<file path="src/rtl/core/i2c_seq_pkg.sv">
// ----------------------------------------------------------------------------
// I2C sequencer package
// Shared types, status codes and defaults for the register transaction
// sequencer.
// ----------------------------------------------------------------------------
package i2c_seq_pkg;

   localparam int BURST_LEN_DEF   = 6;
   localparam int QUEUE_DEPTH_DEF = 4;

   // Status codes reported by the byte-level controller.
   localparam logic [7:0] ST_START    = 8'h08;
   localparam logic [7:0] ST_ADDRW    = 8'h18;
   localparam logic [7:0] ST_TX_ACK   = 8'h28;
   localparam logic [7:0] ST_RESTART  = 8'h10;
   localparam logic [7:0] ST_ADDRR    = 8'h40;
   localparam logic [7:0] ST_RX_ACK   = 8'h50;
   localparam logic [7:0] ST_RX_NACK  = 8'h58;

   typedef enum logic [1:0] {
      FUNC_WRITE  = 2'd0,
      FUNC_READ   = 2'd1,
      FUNC_BURST  = 2'd2,
      FUNC_STATUS = 2'd3
   } func_type;

   typedef enum logic [3:0] {
      PH_IDLE     = 4'd0,
      PH_START    = 4'd1,
      PH_ADDRW    = 4'd2,
      PH_REG      = 4'd3,
      PH_DATA     = 4'd4,
      PH_RESTART  = 4'd5,
      PH_ADDRR    = 4'd6,
      PH_ACKBYTE  = 4'd7,
      PH_LASTBYTE = 4'd8
   } phase_type;

   typedef enum logic [2:0] {
      ACT_NONE   = 3'd0,
      ACT_START  = 3'd1,
      ACT_TX     = 3'd2,
      ACT_RXACK  = 3'd3,
      ACT_RXNACK = 3'd4,
      ACT_STOP   = 3'd5
   } action_type;

   typedef enum logic [3:0] {
      ERR_OK       = 4'd0,
      ERR_START    = 4'd1,
      ERR_ADDRW    = 4'd2,
      ERR_REG      = 4'd3,
      ERR_DATA     = 4'd4,
      ERR_RESTART  = 4'd5,
      ERR_ADDRR    = 4'd6,
      ERR_RECEIVE  = 4'd7,
      ERR_BUSY     = 4'd8
   } error_type;

   // Status compare results, worked out in the front end.
   typedef struct packed {
      logic start;
      logic addrw;
      logic tx_ack;
      logic restart;
      logic addrr;
      logic rx_ack;
      logic rx_nack;
   } match_type;

   typedef struct packed {
      func_type   func;
      logic [7:0] device;
      logic [7:0] regaddr;
      logic [7:0] data;
      logic [7:0] rx;
      match_type  match;
   } item_type;

   typedef struct packed {
      action_type action;
      logic [7:0] tx_byte;
      logic       done_res;
      error_type  error_code;
      logic       read_valid;
      logic [7:0] read_data;
      logic [2:0] read_index;
      logic       last;
   } rsp_type;

endpackage

</file>
<file path="src/rtl/core/i2c_seq_front.sv">
// ----------------------------------------------------------------------------
// I2C sequencer front end
// Accepts transactions, compares the status byte against every expected
// code and holds the classified item until the queue takes it.
// ----------------------------------------------------------------------------
module i2c_seq_front
   import i2c_seq_pkg::*;
(
   input  logic       clock,
   input  logic       reset,
   input  logic       req_push,
   output logic       req_full,
   input  logic [1:0] req_func,
   input  logic [7:0] req_device_addr,
   input  logic [7:0] req_reg_addr,
   input  logic [7:0] req_write_data,
   input  logic [7:0] req_bus_status,
   input  logic [7:0] req_rx_byte,
   output logic       item_valid,
   output item_type   item,
   input  logic       item_ready
);

   logic     valid_ff, valid_in;
   item_type item_ff, item_in;
   logic     take, advance;

   assign advance  = valid_ff && item_ready;
   assign req_full = valid_ff && !item_ready;
   assign take     = req_push && !req_full;

   always_comb begin
      item_in               = item_ff;
      valid_in              = valid_ff && !advance;
      if (take) begin
         valid_in              = 1'b1;
         item_in.func          = func_type'(req_func);
         item_in.device        = req_device_addr;
         item_in.regaddr       = req_reg_addr;
         item_in.data          = req_write_data;
         item_in.rx            = req_rx_byte;
         item_in.match.start   = (req_bus_status == ST_START);
         item_in.match.addrw   = (req_bus_status == ST_ADDRW);
         item_in.match.tx_ack  = (req_bus_status == ST_TX_ACK);
         item_in.match.restart = (req_bus_status == ST_RESTART);
         item_in.match.addrr   = (req_bus_status == ST_ADDRR);
         item_in.match.rx_ack  = (req_bus_status == ST_RX_ACK);
         item_in.match.rx_nack = (req_bus_status == ST_RX_NACK);
      end
   end

   always_ff @(posedge clock) begin
      if (reset) begin
         valid_ff <= 1'b0;
      end else begin
         valid_ff <= valid_in;
      end
      item_ff <= item_in;
   end

   assign item_valid = valid_ff;
   assign item       = item_ff;

endmodule

</file>
<file path="src/rtl/core/i2c_seq_fifo.sv">
// ----------------------------------------------------------------------------
// I2C sequencer item queue
// Small first-in first-out queue between the front and back ends.
// ----------------------------------------------------------------------------
module i2c_seq_fifo
   import i2c_seq_pkg::*;
#(
   parameter int DEPTH = QUEUE_DEPTH_DEF
)
(
   input  logic     clock,
   input  logic     reset,
   input  logic     wr_en,
   input  item_type wr_item,
   output logic     full,
   input  logic     rd_en,
   output item_type rd_item,
   output logic     empty
);

   localparam int PW = (DEPTH > 1) ? $clog2(DEPTH) : 1;
   localparam int CW = $clog2(DEPTH + 1);

   item_type       mem_ff [DEPTH];
   logic [PW-1:0]  wr_ptr_ff, wr_ptr_in, rd_ptr_ff, rd_ptr_in;
   logic [CW-1:0]  count_ff, count_in;
   logic           do_wr, do_rd;

   assign full  = (count_ff == CW'(DEPTH));
   assign empty = (count_ff == '0);
   assign do_wr = wr_en && !full;
   assign do_rd = rd_en && !empty;

   always_comb begin
      wr_ptr_in = wr_ptr_ff;
      rd_ptr_in = rd_ptr_ff;
      count_in  = count_ff;
      if (do_wr) begin
         wr_ptr_in = (wr_ptr_ff == PW'(DEPTH - 1)) ? '0 : wr_ptr_ff + 1'b1;
      end
      if (do_rd) begin
         rd_ptr_in = (rd_ptr_ff == PW'(DEPTH - 1)) ? '0 : rd_ptr_ff + 1'b1;
      end
      if (do_wr && !do_rd) begin
         count_in = count_ff + 1'b1;
      end else if (do_rd && !do_wr) begin
         count_in = count_ff - 1'b1;
      end
   end

   always_ff @(posedge clock) begin
      if (reset) begin
         wr_ptr_ff <= '0;
         rd_ptr_ff <= '0;
         count_ff  <= '0;
      end else begin
         wr_ptr_ff <= wr_ptr_in;
         rd_ptr_ff <= rd_ptr_in;
         count_ff  <= count_in;
      end
      if (do_wr) begin
         mem_ff[wr_ptr_ff] <= wr_item;
      end
   end

   assign rd_item = mem_ff[rd_ptr_ff];

endmodule

</file>
<file path="src/rtl/core/i2c_seq_back.sv">
// ----------------------------------------------------------------------------
// I2C sequencer back end
// Runs the transaction state machine, one queued item per cycle while the
// output register is free or popped, and holds the result until it is popped.
// ----------------------------------------------------------------------------
module i2c_seq_back
   import i2c_seq_pkg::*;
#(
   parameter int BURST_LEN = BURST_LEN_DEF
)
(
   input  logic     clock,
   input  logic     reset,
   input  logic     item_valid,
   input  item_type item,
   output logic     item_pop,
   output logic     rsp_empty,
   input  logic     rsp_pop,
   output rsp_type  rsp
);

   // The byte counter must reach BURST_LEN - 1 and supply a 3-bit index.
   localparam int CNT_W = ($clog2(BURST_LEN) > 3) ? $clog2(BURST_LEN) : 3;

   phase_type        phase_ff, phase_in;
   func_type         mode_ff, mode_in;
   logic [7:0]       device_ff, device_in;
   logic [7:0]       register_ff, register_in;
   logic [7:0]       data_ff, data_in;
   logic [CNT_W-1:0] count_ff, count_in;
   logic             out_valid_ff, out_valid_in;
   rsp_type          rsp_ff, rsp_in;
   logic             step;
   logic             burst_end;
   logic             is_cmd;

   assign step      = item_valid && (!out_valid_ff || rsp_pop);
   assign item_pop  = step;
   assign is_cmd    = (item.func != FUNC_STATUS);
   assign burst_end = (count_ff == CNT_W'(BURST_LEN - 2));

   // Next state.
   always_comb begin
      phase_in    = phase_ff;
      mode_in     = mode_ff;
      device_in   = device_ff;
      register_in = register_ff;
      data_in     = data_ff;
      count_in    = count_ff;
      if (step) begin
         if (is_cmd) begin
            if (phase_ff == PH_IDLE) begin
               mode_in     = item.func;
               device_in   = item.device;
               register_in = item.regaddr;
               data_in     = item.data;
               count_in    = '0;
               phase_in    = PH_START;
            end
         end else begin
            case (phase_ff)
               PH_IDLE: begin
                  phase_in = PH_IDLE;
               end
               PH_START: begin
                  phase_in = item.match.start ? PH_ADDRW : PH_IDLE;
               end
               PH_ADDRW: begin
                  phase_in = item.match.addrw ? PH_REG : PH_IDLE;
               end
               PH_REG: begin
                  if (!item.match.tx_ack) begin
                     phase_in = PH_IDLE;
                  end else if (mode_ff == FUNC_WRITE) begin
                     phase_in = PH_DATA;
                  end else begin
                     phase_in = PH_RESTART;
                  end
               end
               PH_DATA: begin
                  phase_in = PH_IDLE;
               end
               PH_RESTART: begin
                  phase_in = item.match.restart ? PH_ADDRR : PH_IDLE;
               end
               PH_ADDRR: begin
                  if (!item.match.addrr) begin
                     phase_in = PH_IDLE;
                  end else begin
                     count_in = '0;
                     phase_in = (mode_ff == FUNC_BURST) ? PH_ACKBYTE : PH_LASTBYTE;
                  end
               end
               PH_ACKBYTE: begin
                  if (!item.match.rx_ack) begin
                     phase_in = PH_IDLE;
                  end else begin
                     count_in = count_ff + 1'b1;
                     if (burst_end) begin
                        phase_in = PH_LASTBYTE;
                     end
                  end
               end
               PH_LASTBYTE: begin
                  phase_in = PH_IDLE;
               end
               default: begin
                  phase_in = PH_IDLE;
               end
            endcase
         end
      end
   end

   // Result of the current item.
   always_comb begin
      rsp_in = '0;
      if (is_cmd) begin
         if (phase_ff == PH_IDLE) begin
            rsp_in.action = ACT_START;
         end else begin
            rsp_in.error_code = ERR_BUSY;
         end
      end else begin
         case (phase_ff)
            PH_IDLE: begin
               rsp_in = '0;
            end
            PH_START: begin
               if (item.match.start) begin
                  rsp_in.action  = ACT_TX;
                  rsp_in.tx_byte = device_ff;
               end else begin
                  rsp_in.action     = ACT_STOP;
                  rsp_in.done_res   = 1'b1;
                  rsp_in.error_code = ERR_START;
               end
            end
            PH_ADDRW: begin
               if (item.match.addrw) begin
                  rsp_in.action  = ACT_TX;
                  rsp_in.tx_byte = register_ff;
               end else begin
                  rsp_in.action     = ACT_STOP;
                  rsp_in.done_res   = 1'b1;
                  rsp_in.error_code = ERR_ADDRW;
               end
            end
            PH_REG: begin
               if (!item.match.tx_ack) begin
                  rsp_in.action     = ACT_STOP;
                  rsp_in.done_res   = 1'b1;
                  rsp_in.error_code = ERR_REG;
               end else if (mode_ff == FUNC_WRITE) begin
                  rsp_in.action  = ACT_TX;
                  rsp_in.tx_byte = data_ff;
               end else begin
                  rsp_in.action = ACT_START;
               end
            end
            PH_DATA: begin
               rsp_in.action   = ACT_STOP;
               rsp_in.done_res = 1'b1;
               if (!item.match.tx_ack) begin
                  rsp_in.error_code = ERR_DATA;
               end
            end
            PH_RESTART: begin
               if (item.match.restart) begin
                  rsp_in.action  = ACT_TX;
                  rsp_in.tx_byte = device_ff ^ 8'h01;
               end else begin
                  rsp_in.action     = ACT_STOP;
                  rsp_in.done_res   = 1'b1;
                  rsp_in.error_code = ERR_RESTART;
               end
            end
            PH_ADDRR: begin
               if (!item.match.addrr) begin
                  rsp_in.action     = ACT_STOP;
                  rsp_in.done_res   = 1'b1;
                  rsp_in.error_code = ERR_ADDRR;
               end else if (mode_ff == FUNC_BURST) begin
                  rsp_in.action = ACT_RXACK;
               end else begin
                  rsp_in.action = ACT_RXNACK;
               end
            end
            PH_ACKBYTE: begin
               if (!item.match.rx_ack) begin
                  rsp_in.action     = ACT_STOP;
                  rsp_in.done_res   = 1'b1;
                  rsp_in.error_code = ERR_RECEIVE;
               end else begin
                  rsp_in.action     = burst_end ? ACT_RXNACK : ACT_RXACK;
                  rsp_in.read_valid = 1'b1;
                  rsp_in.read_data  = item.rx;
                  rsp_in.read_index = count_ff[2:0];
               end
            end
            PH_LASTBYTE: begin
               rsp_in.action   = ACT_STOP;
               rsp_in.done_res = 1'b1;
               if (!item.match.rx_nack) begin
                  rsp_in.error_code = ERR_RECEIVE;
               end else begin
                  rsp_in.read_valid = 1'b1;
                  rsp_in.read_data  = item.rx;
                  rsp_in.read_index = count_ff[2:0];
                  rsp_in.last       = 1'b1;
               end
            end
            default: begin
               rsp_in = '0;
            end
         endcase
      end
   end

   assign out_valid_in = step || (out_valid_ff && !rsp_pop);

   always_ff @(posedge clock) begin
      if (reset) begin
         phase_ff     <= PH_IDLE;
         mode_ff      <= FUNC_WRITE;
         count_ff     <= '0;
         out_valid_ff <= 1'b0;
      end else begin
         phase_ff     <= phase_in;
         mode_ff      <= mode_in;
         count_ff     <= count_in;
         out_valid_ff <= out_valid_in;
      end
      device_ff   <= device_in;
      register_ff <= register_in;
      data_ff     <= data_in;
      if (step) begin
         rsp_ff <= rsp_in;
      end
   end

   assign rsp_empty = !out_valid_ff;
   assign rsp       = rsp_ff;

endmodule

</file>
<file path="src/rtl/core/i2c_register_transaction_sequencer_top.sv">
// ----------------------------------------------------------------------------
// I2C register transaction sequencer
// Drives a byte-level two-wire bus controller through register write,
// single read and burst read transactions.
// ----------------------------------------------------------------------------
// Every transaction pushed in produces exactly one result transaction. A
// command (write, single read, burst read) starts a bus sequence and yields
// a start action; each following controller status event is checked against
// the code expected for the step in progress and yields the next controller
// action, a received byte where one arrives, or a stop with a numbered error
// on a mismatch. A command that arrives while a sequence is running is
// refused with the busy error and leaves the sequence untouched; a status
// event while idle yields an all-zero result. The block takes one
// transaction per clock cycle while results are popped: the front end
// registers and classifies a transaction (all status compares are done
// there), a short queue holds classified transactions, and the back end
// state machine retires one per cycle into an output register that can be
// refilled in the same cycle it is popped. A result passes through the front
// register, the queue and the output register. The input side reports full
// only when the queue and the front register are both occupied, which
// happens only while results are not being popped.
// ----------------------------------------------------------------------------
module i2c_register_transaction_sequencer_top
   import i2c_seq_pkg::*;
#(
   parameter int BURST_LEN   = BURST_LEN_DEF,
   parameter int QUEUE_DEPTH = QUEUE_DEPTH_DEF
)
(
   input  logic       clock,
   input  logic       reset,
   input  logic       req_push,
   output logic       req_full,
   input  logic [1:0] req_func,
   input  logic [7:0] req_device_addr,
   input  logic [7:0] req_reg_addr,
   input  logic [7:0] req_write_data,
   input  logic [7:0] req_bus_status,
   input  logic [7:0] req_rx_byte,
   output logic       rsp_empty,
   input  logic       rsp_pop,
   output logic [2:0] rsp_action,
   output logic [7:0] rsp_tx_byte,
   output logic       rsp_done_res,
   output logic [3:0] rsp_error_code,
   output logic       rsp_read_valid,
   output logic [7:0] rsp_read_data,
   output logic [2:0] rsp_read_index,
   output logic       rsp_last
);

   // Classified transaction leaving the front end.
   logic     front_valid;
   item_type front_item;
   logic     queue_full;

   // Head of the queue feeding the back end.
   item_type queue_item;
   logic     queue_empty;
   logic     queue_pop;

   rsp_type  rsp;

   i2c_seq_front u_front (
      .clock           (clock),
      .reset           (reset),
      .req_push        (req_push),
      .req_full        (req_full),
      .req_func        (req_func),
      .req_device_addr (req_device_addr),
      .req_reg_addr    (req_reg_addr),
      .req_write_data  (req_write_data),
      .req_bus_status  (req_bus_status),
      .req_rx_byte     (req_rx_byte),
      .item_valid      (front_valid),
      .item            (front_item),
      .item_ready      (!queue_full)
   );

   i2c_seq_fifo #(
      .DEPTH (QUEUE_DEPTH)
   ) u_fifo (
      .clock   (clock),
      .reset   (reset),
      .wr_en   (front_valid),
      .wr_item (front_item),
      .full    (queue_full),
      .rd_en   (queue_pop),
      .rd_item (queue_item),
      .empty   (queue_empty)
   );

   i2c_seq_back #(
      .BURST_LEN (BURST_LEN)
   ) u_back (
      .clock      (clock),
      .reset      (reset),
      .item_valid (!queue_empty),
      .item       (queue_item),
      .item_pop   (queue_pop),
      .rsp_empty  (rsp_empty),
      .rsp_pop    (rsp_pop),
      .rsp        (rsp)
   );

   // The result register fields map directly onto the result ports.
   assign rsp_action     = rsp.action;
   assign rsp_tx_byte    = rsp.tx_byte;
   assign rsp_done_res   = rsp.done_res;
   assign rsp_error_code = rsp.error_code;
   assign rsp_read_valid = rsp.read_valid;
   assign rsp_read_data  = rsp.read_data;
   assign rsp_read_index = rsp.read_index;
   assign rsp_last       = rsp.last;

endmodule

</file>
<file path="config.mk">
export PLATFORM = sky130hd
export DESIGN_NAME = i2c_register_transaction_sequencer_top
export DESIGN_NICKNAME = d
export VERILOG_FILES = /design/src/rtl/core/i2c_seq_pkg.sv /design/src/rtl/core/i2c_seq_front.sv /design/src/rtl/core/i2c_seq_fifo.sv /design/src/rtl/core/i2c_seq_back.sv /design/src/rtl/core/i2c_register_transaction_sequencer_top.sv
export SDC_FILE = /design/constraint.sdc
export NUM_CORES = 1
export LEC_CHECK = 0
export BUFFER_PORTS_ARGS = -buffer_cell sky130_fd_sc_hd__clkbuf_2
export CAP_MARGIN = 20
export CORE_UTILIZATION = 30
export CTS_BUF_LIST = sky130_fd_sc_hd__clkbuf_2
export DETAILED_ROUTE_END_ITERATION = 16
export PLACE_DENSITY = 0.57
export SLEW_MARGIN = 20
export SYNTH_ARGS = -nofsm -noshare
export SYNTH_HDL_FRONTEND = slang
export SYNTH_HIERARCHICAL = 1
export SYNTH_SLANG_ARGS = --single-unit
</file>
<file path="constraint.sdc">
create_clock -name clock -period 3.35 [get_ports clock]
set_input_delay 0.1675 -clock clock [delete_from_list [all_inputs] [get_ports clock]]
set_output_delay 0.1675 -clock clock [all_outputs]
set_load 0.01 [all_outputs]
</file>
==> impl_metrics.py, run 1 <==
metrics = {
    "synthesis": {
        "synth_flop_cell": "edfxtp_1",
        "synth-edff-count": 258,
        "syn_avg_cell_area_um2": 19.2,
        "ys_seq_elements": 278,
        "ys_seq_area_share_pct": 76.7,
        "synthCells": 553,
        "synth_area_leaders": "edfxtp_1 73%, mux4_2 8.7%, dfxtp_1 3.8%",
        "synth_fp_nets": 608,
        "synthArstFlopShare_pct": 0,
        "yosysWarnings": 6,
        "synth.most_common_cell": "edfxtp_1",
        "yosys.area.top_type": "edfxtp_1",
        "syn-cell-area_mm2": 0.0106,
        "synth_commonest_cells": "258 x edfxtp_1, 41 x mux4_2, 25 x nor2_1, 20 x dfxtp_1, 16 x inv_1",
        "synth_top_area_share_pct": 73.0,
        "ys_types": 68,
    },
    "global_routing": {
        "grt_antenna_before_repair": 0,
        "grtUsageTotal_pct": 12.0,
        "grt_max_degree": 42,
        "first_global_vias": 5979,
        "grt_pass1_wl_um": 32800,
        "grt-ovfl-total": 0,
    },
    "sta": {
        "setup_viol": 0,
        "rsz0062_at_grt": "false",
        "period_needed_ns": 2.59,
        "finalSetupTns_ns": 0,
        "worst_pin_slew_ns": 0.918,
        "hold_violations": 0,
        "relSlewSlack_pct": 38.8,
        "finalClockSkew_ns": 0.0666,
        "drv_slew": 0,
        "clock.fmax_mhz": 386,
        "fin_crit_sh_pct": 77.3,
    },
    "detailed_routing": {
        "drtIter0Drc": 492,
        "route.vias.total": 5738,
        "dr.pass1.iters": 5,
        "drc": 0,
        "antenna_left": 0,
        "wl_um": 21000,
        "vias_per_cell": 4.56,
        "wl_per_cell_um": 16.7,
    },
    "clocking": {
        "cts_sinks": 278,
        "clk_latency_ns": 0.80,
        "cts_tree": "yes",
        "post_cts_buffers": 0,
        "cts_resized": 0,
        "cts-htree-levels": 3,
        "cts_inserted_buffers": 70,
        "max-clock-path-buffers": 3,
        "root_buffer": "clkbuf_2",
        "clkSlewWorstSetupHoldPaths_ns": 0.09,
    },
    "final_layout": {
        "nFillCells": 3297,
        "drive_gt1_share_pct": 32.9,
        "final_nets": 816,
        "final_core_util_pct": 37.0,
        "instances_no_fill": 1257,
        "antenna_cells": 0,
        "area_growth_pct": 20.9,
    },
    "critical_path": {
        "path_max_fanout": 17,
        "end_kind": "register",
        "crit_path_start_kind": "register",
        "crit_arrival_ns": 3.08,
        "required_ns": 3.84,
        "path_class": "register to register",
    },
    "pwr": {
        "p_clk_share_pct": 24.2,
        "finalPower_mw": 8.51,
        "powerDensity_mw_per_mm2": 663,
        "irDropWorstVdd_v": 0.000327,
        "power.internal_mw": 6.00,
        "pwr-share-comb_pct": 20.3,
        "swShare_pct": 29.5,
        "p_seq_share_pct": 55.5,
        "leakage_nw": 4.43,
        "p_sw_mw": 2.51,
    },
    "run_status": {
        "outcome": "completed",
    },
    "placed_design": {
        "gp_congestion": 0.872,
        "numPortBuffers": 76,
        "hpwl_um": 13200,
        "dp_cells": 1079,
    },
    "flow_run": {
        "drv_cap": 0,
    },
    "floorplanning": {
        "core_mm2": 0.0347,
        "num_rows": 68,
        "boundaryPins": 77,
        "die_y_um": 190,
        "fp.dieW_um": 190,
        "die_area_mm2": 0.0362,
        "start_util_pct": 30.6,
    },
    "min_path": {
        "holdCritPathClass": "input port to register",
    },
}
==> cells in the final DEF (no fill, tap or decap), types with 6 or more instances in the layout <==
master,Yosys,final
ha_1,8,8
nand3_1,6,6
buf_4,5,17
inv_1,16,16
dfxtp_1,20,18
a222oi_1,8,8
and2_1,12,12
mux2i_1,7,7
nand2b_1,12,12
edfxtp_1,258,258
clkbuf_2,1,176
clkinv_1,0,6
nor4_1,6,6
a21oi_1,14,14
nor2_1,25,25
nand2_1,12,12
mux4_2,41,41
dlygate4sd3_1,0,65
==> through the flow <==
step | hold WS (ns) | area [µm²] | setup WS, ns
3_3_place_gp | 0.344 | 11600 | 0.814
3_5_place_dp | 0.346 | 11600 | 0.758
5_1_grt | 0.00293 | 12800 | 0.581
2_1_floorplan | 0.266 | 10600 | 0.211
4_1_cts | 0.00150 | 12800 | 0.681
6_report | 0.107 | 12800 | 0.760
==> registers in the layout, indices dropped and copies added, names as in the netlist, 2 cells and up, named ones only <==
register,count
u_back/mode_ff,2
u_front/item,41
u_back/device_ff,8
u_back/count_ff,3
u_fifo/wr_ptr_ff,2
u_fifo/count_ff,3
u_fifo/mem_ff,164
u_back/phase_ff,4
u_back/register_ff,8
u_fifo/rd_ptr_ff,2
u_back/data_ff,8
u_back/rsp,29
==> logic make-up (layout without fill, tap and decap cells) <==
| logic type | count (synthesis) | in the layout | synth area share, % |
|---|---|---|---|
| DFF | 278 | 278 | 76.7 |
| and+or+nand+nor | 117 | 117 | 6.57 |
| AOI/OAI and AO/OA | 56 | 56 | 3.96 |
| muxes | 49 | 49 | 9.46 |
| buffers and inverters | 42 | 291 | 1.99 |
| adders and majority gates | 9 | 9 | 1.13 |
| xor gates and xnor gates | 2 | 2 | 0.165 |
==> power by group through the flow <==
stage / Sequential (mW) / Combinational (mW) / Clock (mW)
6_report: 4.72 / 1.73 / 2.06
5_1_grt: 4.78 / 1.90 / 2.34
4_1_cts: 4.73 / 1.77 / 2.17
3_5_place_dp: 4.81 / 1.70 / 0
3_3_place_gp: 4.81 / 1.68 / 0
2_1_floorplan: 4.77 / 1.10 / 0
==> path summary, 6_finish.rpt <==
path	startpoint	endpoint	slack [ns]	cells after the start
setup / recovery	register	u_back/rsp[21]	0.76	7
hold / removal	req_rx_byte[6]	u_front/item[13]	0.11	2
setup reg to reg	register	u_back/rsp[21]	0.76	7
hold reg to reg	u_front/item[40]	u_fifo/mem_ff[2][40]	0.46	0
==> routing by layer <==
metal  wire [µm]  vias up  global-route usage, %
li1            -     2682                      -
met1        9100     2847                   14.9
met2       10600      170                   20.1
met3         907       39                   2.90
met4         394        0                   4.68
met5           0        -                      0
==> area by class of cell <==
type	count	area, µm²	area share [%]
Clock buffer	100	500	3.90
Clock inverter	13	61.3	0.477
Inverter	18	86.3	0.672
Multi-Input combinational cell	233	2270	17.7
Sequential cell	278	8150	63.5
Tap cell	455	569	4.43
Timing Repair Buffer	160	1200	9.34
==> critical path, stage by stage, from the launching register on <==
cell      delay, ns
dfxtp_2        0.53
buf_4          0.41
mux4_2         0.57
nand2b_1       0.11
a211oi_1       0.08
buf_4          0.18
a222oi_1       0.35
nor2_1         0.07
==> what timing repair did <==
item                                    4_1_cts  5_1_grt
hold buffers                                 64        1
endpoints found under the setup margin        0        0
hold endpoints to repair                     88        1
No activity file was read; power rests on OpenSTA's default activity.
==> inputs of run 2 (changes only) <==
--- a/config.mk
+++ b/config.mk
@@ -5,12 +5,13 @@
 export SDC_FILE = /design/constraint.sdc
 export NUM_CORES = 1
 export LEC_CHECK = 0
+export ABC_AREA = 1
 export BUFFER_PORTS_ARGS = -buffer_cell sky130_fd_sc_hd__clkbuf_2
 export CAP_MARGIN = 20
 export CORE_UTILIZATION = 30
 export CTS_BUF_LIST = sky130_fd_sc_hd__clkbuf_2
 export DETAILED_ROUTE_END_ITERATION = 16
-export PLACE_DENSITY = 0.57
+export PLACE_DENSITY = 0.59
 export SLEW_MARGIN = 20
 export SYNTH_ARGS = -nofsm -noshare
 export SYNTH_HDL_FRONTEND = slang
==> constraint.sdc (replaced) <==
create_clock -name clock -period 2.3 [get_ports clock]
set_input_delay 0.115 -clock clock [delete_from_list [all_inputs] [get_ports clock]]
set_output_delay 0.115 -clock clock [all_outputs]
set_load 0.01 [all_outputs]
==> impl_metrics.py, run 2 <==
metrics = {
    "critical_path": {
        "crit_path_start_kind": "input port",
        "end_kind": "register",
        "crit_arrival_ns": 2.64,
        "path_class": "input port to register",
        "required_ns": 2.86,
        "path_max_fanout": 3,
    },
    "detailed_routing": {
        "dr.pass1.iters": 6,
        "wl_per_cell_um": 14.9,
        "vias_per_cell": 4.51,
        "antenna_left": 0,
        "route.vias.total": 7147,
        "drc": 0,
        "wl_um": 23500,
        "drtIter0Drc": 432,
    },
    "sta": {
        "hold_violations": 0,
        "fin_crit_sh_pct": 90.4,
        "relSlewSlack_pct": 73.2,
        "period_needed_ns": 2.08,
        "setup_viol": 0,
        "worst_pin_slew_ns": 0.401,
        "drv_slew": 0,
        "finalClockSkew_ns": 0.0538,
        "clock.fmax_mhz": 481,
        "rsz0062_at_grt": "false",
    },
    "synthesis": {
        "synth_area_leaders": "edfxtp_1 71%, nor2_1 5.2%, dfxtp_1 3.7%",
        "synthArstFlopShare_pct": 0,
        "ys_seq_elements": 278,
        "synth_fp_nets": 889,
        "synth_flop_cell": "edfxtp_1",
        "syn_avg_cell_area_um2": 13.0,
        "yosys.area.top_type": "edfxtp_1",
        "ys_types": 32,
        "synth.most_common_cell": "edfxtp_1",
        "ys_seq_area_share_pct": 75.1,
        "yosysWarnings": 6,
        "synth_top_area_share_pct": 71.4,
        "synthCells": 834,
        "syn-cell-area_mm2": 0.0108,
        "synth_commonest_cells": "258 x edfxtp_1, 150 x nor2_1, 81 x nand2_1, 58 x inv_1, 48 x o21ai_1",
        "synth-edff-count": 258,
    },
    "run_status": {
        "outcome": "completed",
    },
    "final_layout": {
        "final_core_util_pct": 38.0,
        "finalInstanceArea_mm2": 0.0135,
        "largest_reg_flops": 164,
        "top_register": "u_fifo/mem_ff",
        "layout_common_cells": "258 x edfxtp_1, 172 x clkbuf_2, 144 x nor2_1, 87 x dlygate4sd3_1, 78 x nand2_1",
        "instances_no_fill": 1584,
        "area_growth_pct": 24.5,
        "drive_gt1_share_pct": 22.2,
        "final_nets": 1127,
        "final_common_cell": "edfxtp_1",
    },
    "clocking": {
        "cts-htree-levels": 3,
        "cts_inserted_buffers": 74,
        "cts_sinks": 278,
        "cts_tree": "yes",
        "clk_latency_ns": 0.84,
        "clkSlewWorstSetupHoldPaths_ns": 0.09,
        "root_buffer": "clkbuf_2",
        "max-clock-path-buffers": 3,
        "post_cts_buffers": 0,
    },
    "flow_run": {
        "drv_cap": 0,
    },
    "pwr": {
        "leakage_nw": 5.03,
        "irDropWorstVdd_v": 0.000422,
        "finalPower_mw": 14.0,
        "powerDensity_mw_per_mm2": 1040,
    },
    "floorplanning": {
        "die_area_mm2": 0.0369,
        "num_rows": 69,
        "boundaryPins": 77,
        "start_util_pct": 30.5,
        "fp.dieW_um": 192,
        "core_mm2": 0.0356,
        "die_y_um": 192,
    },
    "global_routing": {
        "grt_pass1_wl_um": 36700,
        "grt-ovfl-total": 0,
        "grt_antenna_before_repair": 1,
        "grt_max_degree": 60,
        "first_global_vias": 7033,
        "grtUsageTotal_pct": 13.0,
    },
    "placed_design": {
        "dpl-instance-area_mm2": 0.0120,
        "hpwl_um": 14400,
        "gp_congestion": 0.874,
        "numPortBuffers": 76,
        "dp_cells": 1369,
    },
    "min_path": {
        "holdCritPathClass": "input port to register",
    },
}
[run 2: cell types whose count changed in the layout (fill, tap and decap cells not counted), sizes merged, moves of 12 or more]
cell         previous run  this run
nand3                   6        25
o22ai                   2        42
nor2                   26       164
nand2                  12        85
o21ai                   4        92
mux4                   41         0
dlygate4sd3            65        87
nand2b                 12         0
inv                    19        64
and2                   12         0
clkinv                  8        27
[run 2: cell families after synthesis]
logic type,count (synthesis),share of synthesized area [%]
AOI/OAI and AO/OA,158,7.94
xor gates and xnor gates,2,0.162
adders and majority gates,9,1.11
buffers and inverters,93,3.99
DFF,278,75.1
and+or+nand+nor,294,11.7
[run 2: worst paths after layout]
check / startpoint / end / slack, ns / cells after the start
min: req_push / u_front/item_valid / 0.17 / 4
min reg2reg: u_front/item[6] / u_fifo/mem_ff[1][6] / 0.48 / 0
max: req_bus_status[0] / u_front/item[6] / 0.22 / 8
max reg2reg: register / u_back/phase_ff[1] / 0.26 / 11
[run 2: per-layer routing]
layer	wire [µm]	track usage, %	part of all wire, %	vias up
li1	-	-	-	3504
met1	10700	16.0	45	3432
met2	11200	21.3	48	173
met3	1140	3.44	4.8	38
met4	498	5.72	2.1	0
met5	0	0	0	-
[run 2: layout make-up]
| type | instances | area, µm² |
|---|---|---|
| inverters | 63 | 243 |
| flip-flops and latches | 278 | 8150 |
| clock buffers | 96 | 480 |
| multi-input cells | 463 | 2330 |
| fillers | 3498 | 22100 |
| well taps | 461 | 577 |
| clock inverters | 30 | 148 |
| diodes | 1 | 2.50 |
| repair buffers | 192 | 1570 |
[run 2: power breakdown]
part           internal [mW]  switching (mW)  leakage, nW  total (mW)
Clock                   1.26            1.93        0.476        3.19
Sequential              6.56           0.350         2.58        6.91
Combinational           1.35            2.58         1.98        3.93
Total                   9.17            4.87         5.03        14.0
[run 2: through the flow]
stage / hold WS [ns] / setup WS [ns] / TNS, ns
after CTS: 0.0705 / 0.152 / 0
final: 0.173 / 0.220 / 0
after global routing: 0.126 / 0.0247 / 0
after global placement: 0.294 / 0.254 / 0
after floorplan: 0.177 / -0.515 / -84.48
after detailed placement: 0.294 / 0.240 / 0
[run 2: repair_timing]
item	4_1_cts	5_1_grt
endpoints found under the setup margin	0	3
resized for setup	0	4
endpoints found under the hold margin	110	0
hold buffers	87	0
[run 2: worst max-delay path: stages]
cell           delay, ns
dlygate4sd3_1       0.52
clkbuf_2            0.10
nor2_2              0.03
dlygate4sd3_1       0.58
nand2_2             0.10
dlygate4sd3_1       0.60
nor2_1              0.05
dlygate4sd3_1       0.54
==> inputs of run 3 (changes only) <==
--- a/config.mk
+++ b/config.mk
@@ -8,6 +8,7 @@
 export ABC_AREA = 1
 export BUFFER_PORTS_ARGS = -buffer_cell sky130_fd_sc_hd__clkbuf_2
 export CAP_MARGIN = 20
+export CORE_ASPECT_RATIO = 2
 export CORE_UTILIZATION = 30
 export CTS_BUF_LIST = sky130_fd_sc_hd__clkbuf_2
 export DETAILED_ROUTE_END_ITERATION = 16
==> impl_metrics.py, run 3 (synthesis gave the netlist of run 2 again) <==
metrics = {
    "sta": {
        "worst_pin_slew_ns": 0.535,
        "fin_crit_sh_pct": 95.4,
        "rsz0062_at_grt": "false",
        "drv_slew": 0,
        "hold_violations": 0,
        "whs_ns": 0.166,
        "finalSetupTns_ns": 0,
        "clock.fmax_mhz": 456,
        "finalClockSkew_ns": 0.0531,
        "relSlewSlack_pct": 64.4,
        "setup_viol": 0,
        "period_needed_ns": 2.19,
    },
    "detailed_routing": {
        "drc": 0,
        "route.vias.total": 7171,
        "drtIter0Drc": 373,
        "wl_per_cell_um": 15.8,
        "vias_per_cell": 4.61,
        "dr.pass1.iters": 5,
        "wl_um": 24700,
        "antenna_left": 0,
    },
    "floorplanning": {
        "die_y_um": 271,
        "core_mm2": 0.0357,
        "fp.dieW_um": 136,
        "die_area_mm2": 0.0370,
        "boundaryPins": 77,
        "num_rows": 98,
        "start_util_pct": 30.4,
    },
    "final_layout": {
        "layout_common_cells": "258 x edfxtp_1, 158 x clkbuf_2, 144 x nor2_1, 89 x dlygate4sd3_1, 79 x nand2_1",
        "largest_reg_flops": 164,
        "area_growth_pct": 23.3,
        "final_common_cell": "edfxtp_1",
        "final_nets": 1113,
        "drive_gt1_share_pct": 21.3,
        "top_register": "u_fifo/mem_ff",
        "nFillCells": 3415,
        "final_core_util_pct": 37.5,
    },
    "critical_path": {
        "crit_arrival_ns": 2.89,
        "path_class": "input port to register",
        "crit_path_start_kind": "input port",
        "path_max_fanout": 3,
        "required_ns": 3.00,
        "reg2reg_depth": 16,
        "end_kind": "register",
    },
    "clocking": {
        "cts_resized": 0,
        "clkSlewWorstSetupHoldPaths_ns": 0.13,
        "cts-htree-levels": 2,
        "max-clock-path-buffers": 3,
        "root_buffer": "clkbuf_2",
        "post_cts_buffers": 0,
        "cts_tree": "yes",
        "cts_inserted_buffers": 57,
        "cts_sinks": 278,
        "clk_latency_ns": 0.84,
    },
    "flow_run": {
        "drv_cap": 0,
    },
    "run_status": {
        "outcome": "completed",
    },
    "pwr": {
        "leakage_nw": 4.95,
        "swShare_pct": 35.2,
        "power.internal_mw": 8.89,
        "irDropWorstVdd_v": 0.000470,
        "p_clk_share_pct": 20.5,
        "pwr-share-comb_pct": 29.3,
        "p_seq_share_pct": 50.1,
        "p_sw_mw": 4.82,
        "powerDensity_mw_per_mm2": 1030,
    },
    "min_path": {
        "hold_depth": 3,
        "holdCritPathClass": "input port to register",
    },
    "global_routing": {
        "grt_max_degree": 49,
        "grtUsageTotal_pct": 13.7,
        "grt-ovfl-total": 0,
        "first_global_vias": 7456,
        "grt_antenna_before_repair": 1,
        "grt_pass1_wl_um": 38400,
    },
    "placed_design": {
        "hpwl_um": 16200,
        "numPortBuffers": 76,
        "gp_congestion": 0.879,
    },
}
[run 3: routing by layer]
metal  global-route usage (%)  wire (µm)  vias to the layer above
met2                     27.4      14300                      171
met3                     1.84        748                       79
met1                     12.3       8350                     3468
met5                        0          0                        -
li1                         -          -                     3453
met4                     8.80       1230                        0
[run 3: final cells by class]
type,instances,area [µm²],area share [%]
Timing Repair Buffer,195,1570,11.8
Tap cell,450,563,4.21
Clock buffer,82,410,3.07
Clock inverter,24,105,0.786
Antenna cell,1,2.50,0.0187
Inverter,63,240,1.80
Multi-Input combinational cell,463,2320,17.4
Sequential cell,278,8150,61.0
[run 3: worst max-delay path: stages]
cell           delay [ns]
dlygate4sd3_1        0.55
clkbuf_2             0.11
nor2_2               0.09
dlygate4sd3_1        0.60
nand2_2              0.10
dlygate4sd3_1        0.62
nor2_1               0.13
dlygate4sd3_1        0.57
[run 3: metrics by stage]
step / cells / worst slack, ns / power [mW] / cell area, µm²
floorplan: 834 / -0.515 / 9.35 / 10900
global placement: 1360 / 0.307 / 10.9 / 12000
detailed placement: 1360 / 0.258 / 11.0 / 12000
CTS: 1555 / 0.205 / 13.9 / 13400
global route: 1556 / 0.0196 / 14.6 / 13400
finish: 1556 / 0.107 / 13.7 / 13400
[run 3: power by group through the flow]
stage	Combinational, mW	Sequential (mW)	Clock [mW]
2_1_floorplan	2.32	7.03	0
3_3_place_gp	3.87	6.99	0
3_5_place_dp	3.96	7.01	0
4_1_cts	4.10	6.89	2.96
5_1_grt	4.47	6.96	3.19
6_report	4.02	6.87	2.81
[run 3: path summary, 6_finish.rpt]
kind                           start                   end  slack [ns]
hold / removal                 reset    u_back/count_ff[2]        0.17
setup / recovery   req_bus_status[0]       u_front/item[6]        0.11
setup reg to reg  u_fifo/count_ff[1]    u_fifo/count_ff[2]        0.23
hold reg to reg     u_front/item[29]  u_fifo/mem_ff[3][29]        0.50
[run 3: what timing repair did]
item / in CTS / in global routing
endpoints found under the setup margin: 0 / 0
hold buffers: 89 / 0
endpoints found under the hold margin: 107 / 0
